[config.mk]
export PLATFORM = sky130hd
export DESIGN_NAME = format_string_integer_printer
export DESIGN_NICKNAME = d
export VERILOG_FILES = /design/src/rtl/core/fsip_pkg.sv /design/src/rtl/core/format_string_integer_printer.sv /design/src/rtl/core/fsip_front.sv /design/src/rtl/core/fsip_queue.sv /design/src/rtl/core/fsip_back.sv
export SDC_FILE = /design/constraint.sdc
export NUM_CORES = 1
export LEC_CHECK = 0
export BUFFER_PORTS_ARGS = -buffer_cell sky130_fd_sc_hd__buf_4
export CAP_MARGIN = 20
export CORE_ASPECT_RATIO = 1.4
export CORE_UTILIZATION = 40
export CTS_BUF_LIST = sky130_fd_sc_hd__clkbuf_8
export CTS_CLUSTER_DIAMETER = 100
export DETAILED_ROUTE_END_ITERATION = 12
export MAX_ROUTING_LAYER = met4
export SLEW_MARGIN = 5
export SYNTH_ARGS = -nofsm -noshare
export SYNTH_HDL_FRONTEND = slang
export SYNTH_SLANG_ARGS = --single-unit
[constraint.sdc]
create_clock -name clock -period 33.7 [get_ports clock]
set_input_delay 1.685 -clock clock [delete_from_list [all_inputs] [get_ports clock]]
set_output_delay 1.685 -clock clock [all_outputs]
set_load 0.05 [all_outputs]
[src/rtl/core/fsip_pkg.sv]
`timescale 1ns / 1ps
`default_nettype none
// ----------------------------------------------------------------------------
// Integer printer package
// Shared types, character codes and digit tables for the integer printer.
// ----------------------------------------------------------------------------
package fsip_pkg;

   // ASCII codes the classifier and the number unit act on
   localparam logic [7:0] CHAR_NUL     = 8'h00;
   localparam logic [7:0] CHAR_PERCENT = 8'h25;
   localparam logic [7:0] CHAR_MINUS   = 8'h2D;
   localparam logic [7:0] CHAR_D       = 8'h64;
   localparam logic [7:0] CHAR_U       = 8'h75;
   localparam logic [7:0] CHAR_UPPER_X = 8'h58;
   localparam logic [7:0] CHAR_C       = 8'h63;
   localparam logic [7:0] CHAR_S       = 8'h73;
   localparam logic [7:0] CHAR_ZERO    = 8'h30;
   localparam logic [7:0] CHAR_HEX_A   = 8'h37;  // 'A' - 10

   // command queue between classifier and number unit
   localparam int QUEUE_DEPTH = 2;
   localparam int QUEUE_PTR_W = $clog2(QUEUE_DEPTH);
   localparam int QUEUE_CNT_W = $clog2(QUEUE_DEPTH + 1);

   // number of decimal digits of a 32-bit magnitude
   localparam int DEC_DIGITS = 10;

   typedef struct packed {
      logic [7:0]  fmt_char;
      logic [31:0] arg_value;
   } req_type;

   typedef struct packed {
      logic [7:0] out_byte;
      logic       last;
   } rsp_type;

   // one classified item: either a single character or a number to print
   typedef struct packed {
      logic        is_num;
      logic        hex;
      logic        minus;
      logic [31:0] value;   // magnitude, or the character in the low byte
   } cmd_type;

   function automatic logic [33:0] pow10(input logic [3:0] p);
      logic [33:0] r;
      unique case (p)
         4'd0:    r = 34'd1;
         4'd1:    r = 34'd10;
         4'd2:    r = 34'd100;
         4'd3:    r = 34'd1000;
         4'd4:    r = 34'd10000;
         4'd5:    r = 34'd100000;
         4'd6:    r = 34'd1000000;
         4'd7:    r = 34'd10000000;
         4'd8:    r = 34'd100000000;
         4'd9:    r = 34'd1000000000;
         default: r = 34'd0;
      endcase
      return r;
   endfunction

   function automatic logic [7:0] digit_char(input logic [3:0] d);
      logic [7:0] r;
      if (d < 4'd10) r = CHAR_ZERO + {4'd0, d};
      else           r = CHAR_HEX_A + {4'd0, d};
      return r;
   endfunction

endpackage
`default_nettype wire

[src/rtl/core/format_string_integer_printer.sv]
`timescale 1ns / 1ps
`default_nettype none
// ----------------------------------------------------------------------------
// Integer printer
// printf-style formatter for d, u, X and c directives over a byte stream.
// ----------------------------------------------------------------------------
// Usage:
//  - req channel: one format character plus argument word per transfer.
//    Literal characters echo; '%' arms a directive; NUL emits nothing.
//  - rsp channel: one ASCII byte per transfer; last marks the final byte of
//    the item that caused it.
//  - csr port: csr_wr_en writes bit 0 (32-bit / 16-bit integers). Write only
//    while the block is idle.
//  - Timing: a literal byte passes through the command queue into the output
//    register. A number is first loaded into the number unit, which then
//    emits one character per cycle (sign plus up to ten digits) while the
//    output register is free.
//  - A two-entry command queue sits between the classifier and the number
//    unit, so new items are taken while a number is still being printed.
//  - When the receiver stalls, the output register holds its byte and the
//    queue fills; req_ready drops only once the queue is full.
//  - Reset clears the pending percent flag, the queue and the output, and
//    sets 32-bit mode.
// ----------------------------------------------------------------------------
module format_string_integer_printer (
   input  wire                   clock,
   input  wire                   reset,
   input  wire                   csr_wr_en,
   input  wire                   csr_wr_data,
   input  wire                   req_valid,
   output logic                  req_ready,
   input  fsip_pkg::req_type     req_data,
   output logic                  rsp_valid,
   input  wire                   rsp_ready,
   output fsip_pkg::rsp_type     rsp_data
);

   // integer width select, reset to 32-bit
   logic int_is_32bit_ff;

   // classifier to queue
   logic              push;
   fsip_pkg::cmd_type push_cmd;
   logic              queue_full;

   // queue to number unit
   logic              pop;
   logic              head_valid;
   fsip_pkg::cmd_type head_cmd;

   always_ff @(posedge clock) begin
      if (reset) begin
         int_is_32bit_ff <= 1'b1;
      end else if (csr_wr_en) begin
         int_is_32bit_ff <= csr_wr_data;
      end
   end

   fsip_front u_front (
      .clock        (clock),
      .reset        (reset),
      .int_is_32bit (int_is_32bit_ff),
      .req_valid    (req_valid),
      .req_ready    (req_ready),
      .req_data     (req_data),
      .queue_full   (queue_full),
      .push         (push),
      .push_cmd     (push_cmd)
   );

   fsip_queue u_queue (
      .clock      (clock),
      .reset      (reset),
      .push       (push),
      .push_cmd   (push_cmd),
      .full       (queue_full),
      .pop        (pop),
      .head_valid (head_valid),
      .head_cmd   (head_cmd)
   );

   // number unit also owns the output register
   fsip_back u_back (
      .clock      (clock),
      .reset      (reset),
      .head_valid (head_valid),
      .head_cmd   (head_cmd),
      .pop        (pop),
      .rsp_valid  (rsp_valid),
      .rsp_ready  (rsp_ready),
      .rsp_data   (rsp_data)
   );

endmodule
`default_nettype wire

[src/rtl/core/fsip_front.sv]
`timescale 1ns / 1ps
`default_nettype none
// ----------------------------------------------------------------------------
// Format classifier
// Accepts format characters, tracks the pending percent sign and turns each
// printing item into a character or number command for the queue.
// ----------------------------------------------------------------------------
module fsip_front (
   input  wire                   clock,
   input  wire                   reset,
   input  wire                   int_is_32bit,
   input  wire                   req_valid,
   output logic                  req_ready,
   input  fsip_pkg::req_type     req_data,
   input  wire                   queue_full,
   output logic                  push,
   output fsip_pkg::cmd_type     push_cmd
);

   logic        pending_ff;
   logic        pending_in;
   logic        accept;
   logic        want_push;
   logic [7:0]  ch;
   logic [31:0] arg;
   logic        neg;
   logic [31:0] mag;

   assign req_ready = !queue_full;
   assign accept    = req_valid && req_ready;
   assign push      = accept && want_push;
   assign ch        = req_data.fmt_char;
   assign arg       = req_data.arg_value;

   // magnitude within the selected integer width
   always_comb begin
      if (int_is_32bit) begin
         neg = (ch == fsip_pkg::CHAR_D) && arg[31];
         mag = neg ? (32'd0 - arg) : arg;
      end else begin
         neg = (ch == fsip_pkg::CHAR_D) && arg[15];
         mag = neg ? {16'd0, 16'd0 - arg[15:0]} : {16'd0, arg[15:0]};
      end
   end

   always_comb begin
      pending_in = pending_ff;
      want_push  = 1'b0;
      push_cmd   = '{is_num: 1'b0, hex: 1'b0, minus: 1'b0, value: {24'd0, ch}};
      if (!pending_ff) begin
         if (ch == fsip_pkg::CHAR_PERCENT) begin
            pending_in = 1'b1;
         end else if (ch != fsip_pkg::CHAR_NUL) begin
            want_push = 1'b1;
         end
      end else begin
         pending_in = 1'b0;
         if (ch == fsip_pkg::CHAR_D || ch == fsip_pkg::CHAR_U ||
             ch == fsip_pkg::CHAR_UPPER_X) begin
            want_push = 1'b1;
            push_cmd  = '{is_num: 1'b1, hex: (ch == fsip_pkg::CHAR_UPPER_X),
                          minus: neg, value: mag};
         end else if (ch == fsip_pkg::CHAR_C) begin
            want_push      = 1'b1;
            push_cmd.value = {24'd0, arg[7:0]};
         end else if (ch != fsip_pkg::CHAR_S && ch != fsip_pkg::CHAR_NUL) begin
            want_push = 1'b1;
         end
      end
   end

   always_ff @(posedge clock) begin
      if (reset) begin
         pending_ff <= 1'b0;
      end else if (accept) begin
         pending_ff <= pending_in;
      end
   end

   a_percent_arms: assert property (@(posedge clock) disable iff (reset)
      (accept && !pending_ff && ch == fsip_pkg::CHAR_PERCENT) |=> pending_ff)
      else $error("percent sign did not arm the pending flag");

endmodule
`default_nettype wire

[src/rtl/core/fsip_queue.sv]
`timescale 1ns / 1ps
`default_nettype none
// ----------------------------------------------------------------------------
// Command queue
// Short FIFO of classified commands between classifier and number unit.
// ----------------------------------------------------------------------------
module fsip_queue (
   input  wire                   clock,
   input  wire                   reset,
   input  wire                   push,
   input  fsip_pkg::cmd_type     push_cmd,
   output logic                  full,
   input  wire                   pop,
   output logic                  head_valid,
   output fsip_pkg::cmd_type     head_cmd
);

   fsip_pkg::cmd_type                   entry_ff [fsip_pkg::QUEUE_DEPTH];
   logic [fsip_pkg::QUEUE_PTR_W-1:0]    wr_ptr_ff;
   logic [fsip_pkg::QUEUE_PTR_W-1:0]    rd_ptr_ff;
   logic [fsip_pkg::QUEUE_CNT_W-1:0]    count_ff;
   logic [fsip_pkg::QUEUE_CNT_W-1:0]    count_in;
   logic                                do_pop;

   assign full       = (count_ff == fsip_pkg::QUEUE_CNT_W'(fsip_pkg::QUEUE_DEPTH));
   assign head_valid = (count_ff != '0);
   assign head_cmd   = entry_ff[rd_ptr_ff];
   assign do_pop     = pop && head_valid;

   always_comb begin
      count_in = count_ff;
      if (push && !do_pop)      count_in = count_ff + 1'b1;
      else if (!push && do_pop) count_in = count_ff - 1'b1;
   end

   always_ff @(posedge clock) begin
      if (reset) begin
         wr_ptr_ff <= '0;
         rd_ptr_ff <= '0;
         count_ff  <= '0;
      end else begin
         count_ff <= count_in;
         if (push)   wr_ptr_ff <= wr_ptr_ff + 1'b1;
         if (do_pop) rd_ptr_ff <= rd_ptr_ff + 1'b1;
      end
   end

   always_ff @(posedge clock) begin
      if (push) begin
         entry_ff[wr_ptr_ff] <= push_cmd;
      end
   end

   a_count_bound: assert property (@(posedge clock) disable iff (reset)
      count_ff <= fsip_pkg::QUEUE_CNT_W'(fsip_pkg::QUEUE_DEPTH))
      else $error("command queue overflow");

endmodule
`default_nettype wire

[src/rtl/core/fsip_back.sv]
`timescale 1ns / 1ps
`default_nettype none
// ----------------------------------------------------------------------------
// Number unit
// Takes commands from the queue and emits characters one per cycle into the
// free output register: single characters directly, numbers digit by digit.
// ----------------------------------------------------------------------------
module fsip_back (
   input  wire                   clock,
   input  wire                   reset,
   input  wire                   head_valid,
   input  fsip_pkg::cmd_type     head_cmd,
   output logic                  pop,
   output logic                  rsp_valid,
   input  wire                   rsp_ready,
   output fsip_pkg::rsp_type     rsp_data
);

   logic                 busy_ff,  busy_in;
   logic                 hex_ff,   hex_in;
   logic                 minus_ff, minus_in;
   logic [31:0]          val_ff,   val_in;
   logic [3:0]           pos_ff,   pos_in;
   logic                 rsp_valid_ff, rsp_valid_in;
   fsip_pkg::rsp_type    rsp_ff,   rsp_in;

   logic                 out_free;
   logic [33:0]          place;
   logic [33:0]          mult [10];
   logic [3:0]           dec_digit;
   logic [3:0]           hex_digit;
   logic [31:0]          dec_rem;
   logic [3:0]           dec_start;
   logic [2:0]           hex_start;
   logic                 digit_fire;

   assign out_free  = !rsp_valid_ff || rsp_ready;
   assign rsp_valid = rsp_valid_ff;
   assign rsp_data  = rsp_ff;
   assign digit_fire = busy_ff && out_free && !minus_ff;

   // decimal digit: count of multiples of the place value not above the rest
   always_comb begin
      place     = fsip_pkg::pow10(pos_ff);
      dec_digit = 4'd0;
      mult[0]   = 34'd0;
      for (int k = 1; k < 10; k++) begin
         mult[k] = place * 34'(k);
         if ({2'b00, val_ff} >= mult[k]) dec_digit = dec_digit + 4'd1;
      end
      dec_rem   = 32'(({2'b00, val_ff} - mult[dec_digit]));
      hex_digit = val_ff[{pos_ff[2:0], 2'b00} +: 4];
   end

   // first printed position of a new number (leading zeros skipped)
   always_comb begin
      dec_start = 4'd0;
      hex_start = 3'd0;
      for (int i = 1; i < fsip_pkg::DEC_DIGITS; i++) begin
         if ({2'b00, head_cmd.value} >= fsip_pkg::pow10(4'(i)))
            dec_start = dec_start + 4'd1;
      end
      for (int i = 1; i < 8; i++) begin
         if (head_cmd.value[4*i +: 4] != 4'd0) hex_start = 3'(i);
      end
   end

   always_comb begin
      busy_in      = busy_ff;
      hex_in       = hex_ff;
      minus_in     = minus_ff;
      val_in       = val_ff;
      pos_in       = pos_ff;
      rsp_valid_in = rsp_valid_ff && !rsp_ready;
      rsp_in       = rsp_ff;
      pop          = 1'b0;
      if (busy_ff) begin
         if (out_free) begin
            rsp_valid_in = 1'b1;
            if (minus_ff) begin
               rsp_in   = '{out_byte: fsip_pkg::CHAR_MINUS, last: 1'b0};
               minus_in = 1'b0;
            end else begin
               rsp_in = '{out_byte: fsip_pkg::digit_char(hex_ff ? hex_digit : dec_digit),
                          last: (pos_ff == 4'd0)};
               val_in = hex_ff ? val_ff : dec_rem;
               pos_in = pos_ff - 4'd1;
               if (pos_ff == 4'd0) busy_in = 1'b0;
            end
         end
      end else if (head_valid) begin
         if (head_cmd.is_num) begin
            pop      = 1'b1;
            busy_in  = 1'b1;
            hex_in   = head_cmd.hex;
            minus_in = head_cmd.minus;
            val_in   = head_cmd.value;
            pos_in   = head_cmd.hex ? {1'b0, hex_start} : dec_start;
         end else if (out_free) begin
            pop          = 1'b1;
            rsp_valid_in = 1'b1;
            rsp_in       = '{out_byte: head_cmd.value[7:0], last: 1'b1};
         end
      end
   end

   always_ff @(posedge clock) begin
      if (reset) begin
         busy_ff      <= 1'b0;
         rsp_valid_ff <= 1'b0;
      end else begin
         busy_ff      <= busy_in;
         rsp_valid_ff <= rsp_valid_in;
      end
   end

   always_ff @(posedge clock) begin
      hex_ff   <= hex_in;
      minus_ff <= minus_in;
      val_ff   <= val_in;
      pos_ff   <= pos_in;
      rsp_ff   <= rsp_in;
   end

   a_dec_remainder: assert property (@(posedge clock) disable iff (reset)
      (digit_fire && !hex_ff) |-> ({2'b00, dec_rem} < place))
      else $error("decimal digit out of range");

   a_last_digit: assert property (@(posedge clock) disable iff (reset)
      (digit_fire && pos_ff == 4'd0) |=> (rsp_valid_ff && rsp_ff.last && !busy_ff))
      else $error("final digit not marked last");

   a_hex_pos: assert property (@(posedge clock) disable iff (reset)
      (busy_ff && hex_ff) |-> !pos_ff[3])
      else $error("hex digit position beyond word");

endmodule
`default_nettype wire

==> impl_metrics.tcl, run 1 <==
set metrics [dict create \
    outcome "finished, final reports clean" \
    synth_simple_gate_area_share 0.160 \
    cts_num_sinks 149 \
    synth_async_sr_flop_share 0 \
    gp_routability_congestion 0.967 \
    antenna-diode-count 0 \
    yosys_warnings 0 \
    use_met3 0.0201 \
    hold_violations 0 \
    grt_use_met2 0.494 \
    gr-max-usage-layer "met2" \
    worstPathRequired_ns 34.07 \
    synthDominantAreaCellType "sky130_fd_sc_hd__ha_1" \
    post_layout_minimum_cycle_time_ns 16.08 \
    yosys_most_used_dff "sky130_fd_sc_hd__edfxtp_1" \
    clkSlewWorstSetupHoldPaths_ns 0.13 \
    netlist.area_leader.share 0.239 \
    crit-reg2reg-launch "u_back.place[5]" \
    cts_resized 0 \
    fmaxAchievable_mhz 62.2 \
    netlist_top_cells_area "sky130_fd_sc_hd__ha_1 (24%), sky130_fd_sc_hd__edfxtp_1 (15%), sky130_fd_sc_hd__a21oi_1 (5.3%)" \
    critical-path-slowest-cell "sky130_fd_sc_hd__dfxtp_1" \
    slew_violations 0 \
    postSynthRegisterBits 149 \
    die_boundary_height_um 289 \
    standard_cell_core_area_um2 57800 \
    rsz0062_at_grt "false" \
    post_synth_fa_ha_maj_area_fraction 0.264 \
    critPathKind "reg -> reg" \
    post_synthesis_compound_gate_area_fraction 0.253 \
    route.detailed.drc 0 \
    synth_cells 2782 \
    use_met1 0.303 \
    end_kind "flop" \
    rows 104 \
    global_route_wire_length_before_repair_um 123000 \
    tritoncts_clock_tree "built" \
    setup-tns-final_ns 0 \
    synth.lib_cells_used.distinct 106 \
    first_iter_violations 1453 \
    critPathMaxStageDelay_ns 0.75 \
    num_cts_buffers 17 \
    timing.hold.worst.start "u_queue.count_ff[1]" \
    synthMuxAreaShare 0.0366 \
    crit_family "compound AO/OA/AOI/OAI gates" \
    cap_violations 0 \
    post_cts_hold_buffer_count 0 \
    synth_enable_flop_cells 117 \
    area_delta_synth_final_pct 7.40 \
    synth-xor-area-share 0.0734 \
    post-synth-top-count-cell "sky130_fd_sc_hd__ha_1" \
    wl_um 80100 \
    maximum_number_of_pins_on_one_net_before_global_route_repair 95 \
    post_drt_via_cell_ratio 6.17 \
    timing.critical_path.fanout_max 55 \
    critical_path_buf_inv_count 5 \
    ctsRootBufferMaster "sky130_fd_sc_hd__clkbuf_8" \
    post_cts.repair.setup_buffers 0 \
    design.final.nets 3333 \
    synth_top_family_by_area "adder cells" \
    placement.io_buffers 56 \
    post_synthesis_mean_instance_area_um2 8.46 \
    number_of_global_route_vias_before_repair 22000 \
    setup.worst_path.start "u_back.place[5]" \
    worst_skew_pair.late_latency_ns 0.53 \
    final_layout_size_suffix_gt1_frac 0.0702 \
    slew_headroom 0.313 \
    dp.final_hpwl_um 64600 \
    top_cell_types_by_occurrence_after_synthesis "sky130_fd_sc_hd__ha_1 (450), sky130_fd_sc_hd__a21oi_1 (248), sky130_fd_sc_hd__nor2_1 (201), sky130_fd_sc_hd__nand2_1 (189), sky130_fd_sc_hd__o21ai_0 (161)" \
    synth_area_um2 23500 \
    n_fill_cell 5814 \
    drt_first_pass_iters 6 \
    ratio_of_final_minimum_period_to_clock_period 0.477 \
    floorplan.die_area_um2 59800 \
    clk_path_buf_depth 2 \
    gr-usage-all-layers 0.277 \
    synth_fp_nets 3306 \
    finalSetupViolations 0 \
    worst_pin_slew_ns 1.03 \
    synth-seq-area-share 0.177 \
    crit_path_start_kind "flop" \
    htree_num_levels 4 \
    via_count 22000 \
    pin_count 57 \
    fp.dieW_um 207 \
    timing.critical_path.mode_cell "sky130_fd_sc_hd__ha_1" \
    wl_per_cell_um 22.5 \
    data_arrival_critical_path_ns 16.45 \
    floorplan.initialDensity 0.407 \
    skew_ns 0.0362 \
    initial_antenna_violation_count 1 \
    hold_path.class "reg -> reg" \
    gr-total-overflow 0 \
    ant_nets 0 \
]
[cells by family after synthesis]
group / after synthesis
adder cells (fa/ha/maj): 479
flip-flops: 149
buffers and inverters: 218
XOR/XNOR: 184
multiplexers: 74
AND/OR/NAND/NOR: 764
AO/OA/AOI/OAI: 914
[sequential cells by signal, summed over array words and instances, names as in the netlist, 2 cells and up, named ones only]
name              cells
u_back.val_ff        32
u_back.pos_ff         4
u_queue.entry_ff     70
u_queue.count_ff      2
u_back.rsp_data       9
u_back.place         23
[final cells by class]
class	count	area, µm²	share of cell area
Multi-Input combinational cell	2415	18600	0.735
Sequential cell	149	4160	0.165
Tap cell	742	928	0.0367
Timing Repair Buffer	85	651	0.0258
Inverter	141	529	0.0209
Clock buffer	17	234	0.00926
Clock inverter	15	199	0.00787
[path summary, 6_finish.rpt]
check                           slack [ns]                   to  depth (start not counted)
worst max register to register       17.62    u_back.val_ff[31]                         68
worst max-delay path                 17.62    u_back.val_ff[31]                         68
worst min-delay path                  0.52  u_queue.count_ff[1]                          2
worst min register to register        0.52  u_queue.count_ff[1]                          2
[per-layer routing]
| metal | routed length [µm] | share of wire |
|---|---|---|
| met5 | 0 | 0 |
| met4 | 4600 | 0.057 |
| met3 | 3420 | 0.043 |
| met2 | 40800 | 0.51 |
| met1 | 31200 | 0.39 |
[tightest hold or removal path: cells and delay by family (launching register included)]
family | cells | cell delay (ns)
flip-flops | 1 | 0.35
AO/OA/AOI/OAI | 2 | 0.14
[placed cells by master (no fill, tap or decap), types with 9 or more instances in the layout]
| master | count |
|---|---|
| sky130_fd_sc_hd__o21bai_1 | 26 |
| sky130_fd_sc_hd__a21o_1 | 129 |
| sky130_fd_sc_hd__a21oi_1 | 247 |
| sky130_fd_sc_hd__inv_1 | 139 |
| sky130_fd_sc_hd__fa_1 | 28 |
| sky130_fd_sc_hd__o211ai_1 | 35 |
| sky130_fd_sc_hd__clkbuf_8 | 17 |
| sky130_fd_sc_hd__or4_1 | 10 |
| sky130_fd_sc_hd__o21ai_1 | 38 |
| sky130_fd_sc_hd__a31oi_1 | 39 |
| sky130_fd_sc_hd__nor4_1 | 13 |
| sky130_fd_sc_hd__mux2_2 | 15 |
| sky130_fd_sc_hd__o2111ai_1 | 9 |
| sky130_fd_sc_hd__a211oi_1 | 67 |
| sky130_fd_sc_hd__nand2b_1 | 35 |
| sky130_fd_sc_hd__nand4_1 | 48 |
| sky130_fd_sc_hd__nand2_1 | 189 |
| sky130_fd_sc_hd__dfxtp_1 | 30 |
| sky130_fd_sc_hd__ha_1 | 450 |
| sky130_fd_sc_hd__mux2i_1 | 50 |
| sky130_fd_sc_hd__xor2_1 | 73 |
| sky130_fd_sc_hd__nor2_1 | 201 |
| sky130_fd_sc_hd__and3_1 | 18 |
| sky130_fd_sc_hd__o21ai_0 | 161 |
| sky130_fd_sc_hd__or2_2 | 14 |
| sky130_fd_sc_hd__o31ai_1 | 11 |
| sky130_fd_sc_hd__buf_4 | 84 |
| sky130_fd_sc_hd__or3_1 | 17 |
| sky130_fd_sc_hd__edfxtp_1 | 117 |
| sky130_fd_sc_hd__o21a_1 | 29 |
| sky130_fd_sc_hd__xnor2_1 | 100 |
| sky130_fd_sc_hd__nor3_1 | 71 |
| sky130_fd_sc_hd__nor2b_1 | 46 |
| sky130_fd_sc_hd__nand3_1 | 49 |
| sky130_fd_sc_hd__a221oi_1 | 12 |
| sky130_fd_sc_hd__and2_1 | 17 |
[metrics by stage]
step           utilization  instance area [µm²]  hold WS, ns  std cells  setup slack (ns)
5_1_grt              0.437                25300        0.540       3564             16.53
3_5_place_dp         0.429                24800        0.494       3531             17.86
3_3_place_gp         0.429                24800        0.484       3531             18.27
6_report             0.437                25300        0.521       3564             17.62
4_1_cts              0.437                25200        0.523       3563             17.79
2_1_floorplan            -                23500        0.472       2782             20.40
Power of run 1 is not shown: default switching activity piles up to over one toggle a cycle in this logic, so the estimate is an artifact.
==> inputs of run 2 (changes only) <==
- clock period: 33.7 -> 15.6 ns (I/O delays scaled with it)
==> impl_metrics.tcl, run 2 (synthesis gave the netlist of run 1 again) <==
set metrics [dict create \
    outcome "finished, final reports clean" \
    data_arrival_critical_path_ns 15.12 \
    wl_um 78800 \
    clk_path_buf_depth 2 \
    floorplan.initialDensity 0.407 \
    placement.cell_area_um2 24900 \
    first_iter_violations 1357 \
    rows 104 \
    cts_num_sinks 149 \
    via_count 22000 \
    skew_ns 0.0217 \
    largest_register "u_queue.entry_ff" \
    crit_family "compound AO/OA/AOI/OAI gates" \
    placement.io_buffers 56 \
    dp.final_hpwl_um 63700 \
    crit_path_start_kind "flop" \
    n_fill_cell 5769 \
    clkSlewWorstSetupHoldPaths_ns 0.12 \
    ant_nets 0 \
    critPathMaxStageDelay_ns 0.57 \
    post_drt_via_cell_ratio 6.14 \
    maximum_number_of_pins_on_one_net_before_global_route_repair 85 \
    fp.dieW_um 207 \
    layout_commonest_cell "sky130_fd_sc_hd__ha_1" \
    htree_num_levels 4 \
    end_kind "flop" \
    gr-usage-all-layers 0.271 \
    design.final.nets 3348 \
    slew_violations 0 \
    die_boundary_height_um 289 \
    hold_path.class "in -> reg" \
    hold_violations 0 \
    rsz0062_at_grt "false" \
    final_area_um2 25400 \
    final_layout_size_suffix_gt1_frac 0.0765 \
    gr-total-overflow 0 \
    floorplan.die_area_um2 59800 \
    num_cts_buffers 17 \
    slew_headroom 0.239 \
    route.detailed.drc 0 \
    post_layout_minimum_cycle_time_ns 14.76 \
    worstPathRequired_ns 15.96 \
    worst_skew_pair.late_latency_ns 0.51 \
    critPathKind "reg -> reg" \
    global_route_wire_length_before_repair_um 121000 \
    initial_antenna_violation_count 0 \
    finalSetupViolations 0 \
    antenna-diode-count 0 \
    largest_register_ff_count 70 \
    cap_violations 0 \
    ratio_of_final_minimum_period_to_clock_period 0.946 \
    area_delta_synth_final_pct 8.03 \
    number_of_global_route_vias_before_repair 22000 \
    worst_pin_slew_ns 1.13 \
    gp_routability_congestion 0.992 \
    critical_path_buf_inv_count 3 \
    mostFrequentLayoutCells "sky130_fd_sc_hd__ha_1 (450), sky130_fd_sc_hd__a21oi_1 (247), sky130_fd_sc_hd__nor2_1 (201)" \
    timing.critical_path.fanout_max 9 \
    pin_count 57 \
    wl_per_cell_um 22.0 \
    standard_cell_core_area_um2 57800 \
    drt_first_pass_iters 5 \
    fmaxAchievable_mhz 67.8 \
    ctsRootBufferMaster "sky130_fd_sc_hd__clkbuf_8" \
    setup-tns-final_ns 0 \
    tritoncts_clock_tree "built" \
    critical-path-slowest-cell "sky130_fd_sc_hd__xnor3_2" \
]
-- run 2: per-stage QoR --
stage | util | setup slack, ns | instances | hold slack [ns]
3_3_place_gp | 0.431 | 0.834 | 3540 | 0.484
4_1_cts | 0.438 | 0.329 | 3572 | 0.455
5_1_grt | 0.440 | 0.0588 | 3579 | 0.498
3_5_place_dp | 0.431 | 0.392 | 3540 | 0.497
2_1_floorplan | - | 2.30 | 2782 | 0.472
6_report | 0.440 | 0.840 | 3579 | 0.478
-- run 2: area by class of cell --
class,count,area [µm²],area share
tap,742,928,0.0365
clock inverter,15,179,0.00704
sequential,149,4160,0.164
inverter,141,529,0.0208
multi-input combinational,2415,18600,0.732
clock buffer,17,234,0.00921
timing repair buffer,100,788,0.0310
-- run 2: what timing repair did --
action | in CTS | in global routing
resized for setup | 0 | 8
buffers inserted | 0 | 6
endpoints found under the setup margin | 0 | 8
hold buffers | 0 | 0
-- run 2: worst paths after layout --
path	start	to	slack, ns	cells past startpoint
max	u_back.place[3]	u_back.val_ff[31]	0.84	62
max reg2reg	u_back.place[3]	u_back.val_ff[31]	0.84	62
min	csr_wr_data	int_is_32bit_ff	0.48	2
min reg2reg	u_queue.count_ff[1]	u_queue.count_ff[1]	0.51	2
-- run 2: per-layer routing --
| layer | track usage | routed length [µm] | vias up |
|---|---|---|---|
| met3 | 0.0238 | 3350 | 192 |
| met5 | - | 0 | - |
| met2 | 0.468 | 39200 | 667 |
| met4 | 0.172 | 5470 | 0 |
| met1 | 0.298 | 30800 | 10600 |
| li1 | - | - | 10600 |
-- run 2: worst register-to-register path, delay by kind of cell (launching register included) --
kind,cells,cell delay [ns]
simple gates,14,2.39
flops,1,0.52
buf+inv,3,0.55
xor+xnor,2,0.92
fa+ha+maj,8,2.34
mux,1,0.29
compound gates,34,7.58
Power of run 2 is left out for the same reason.
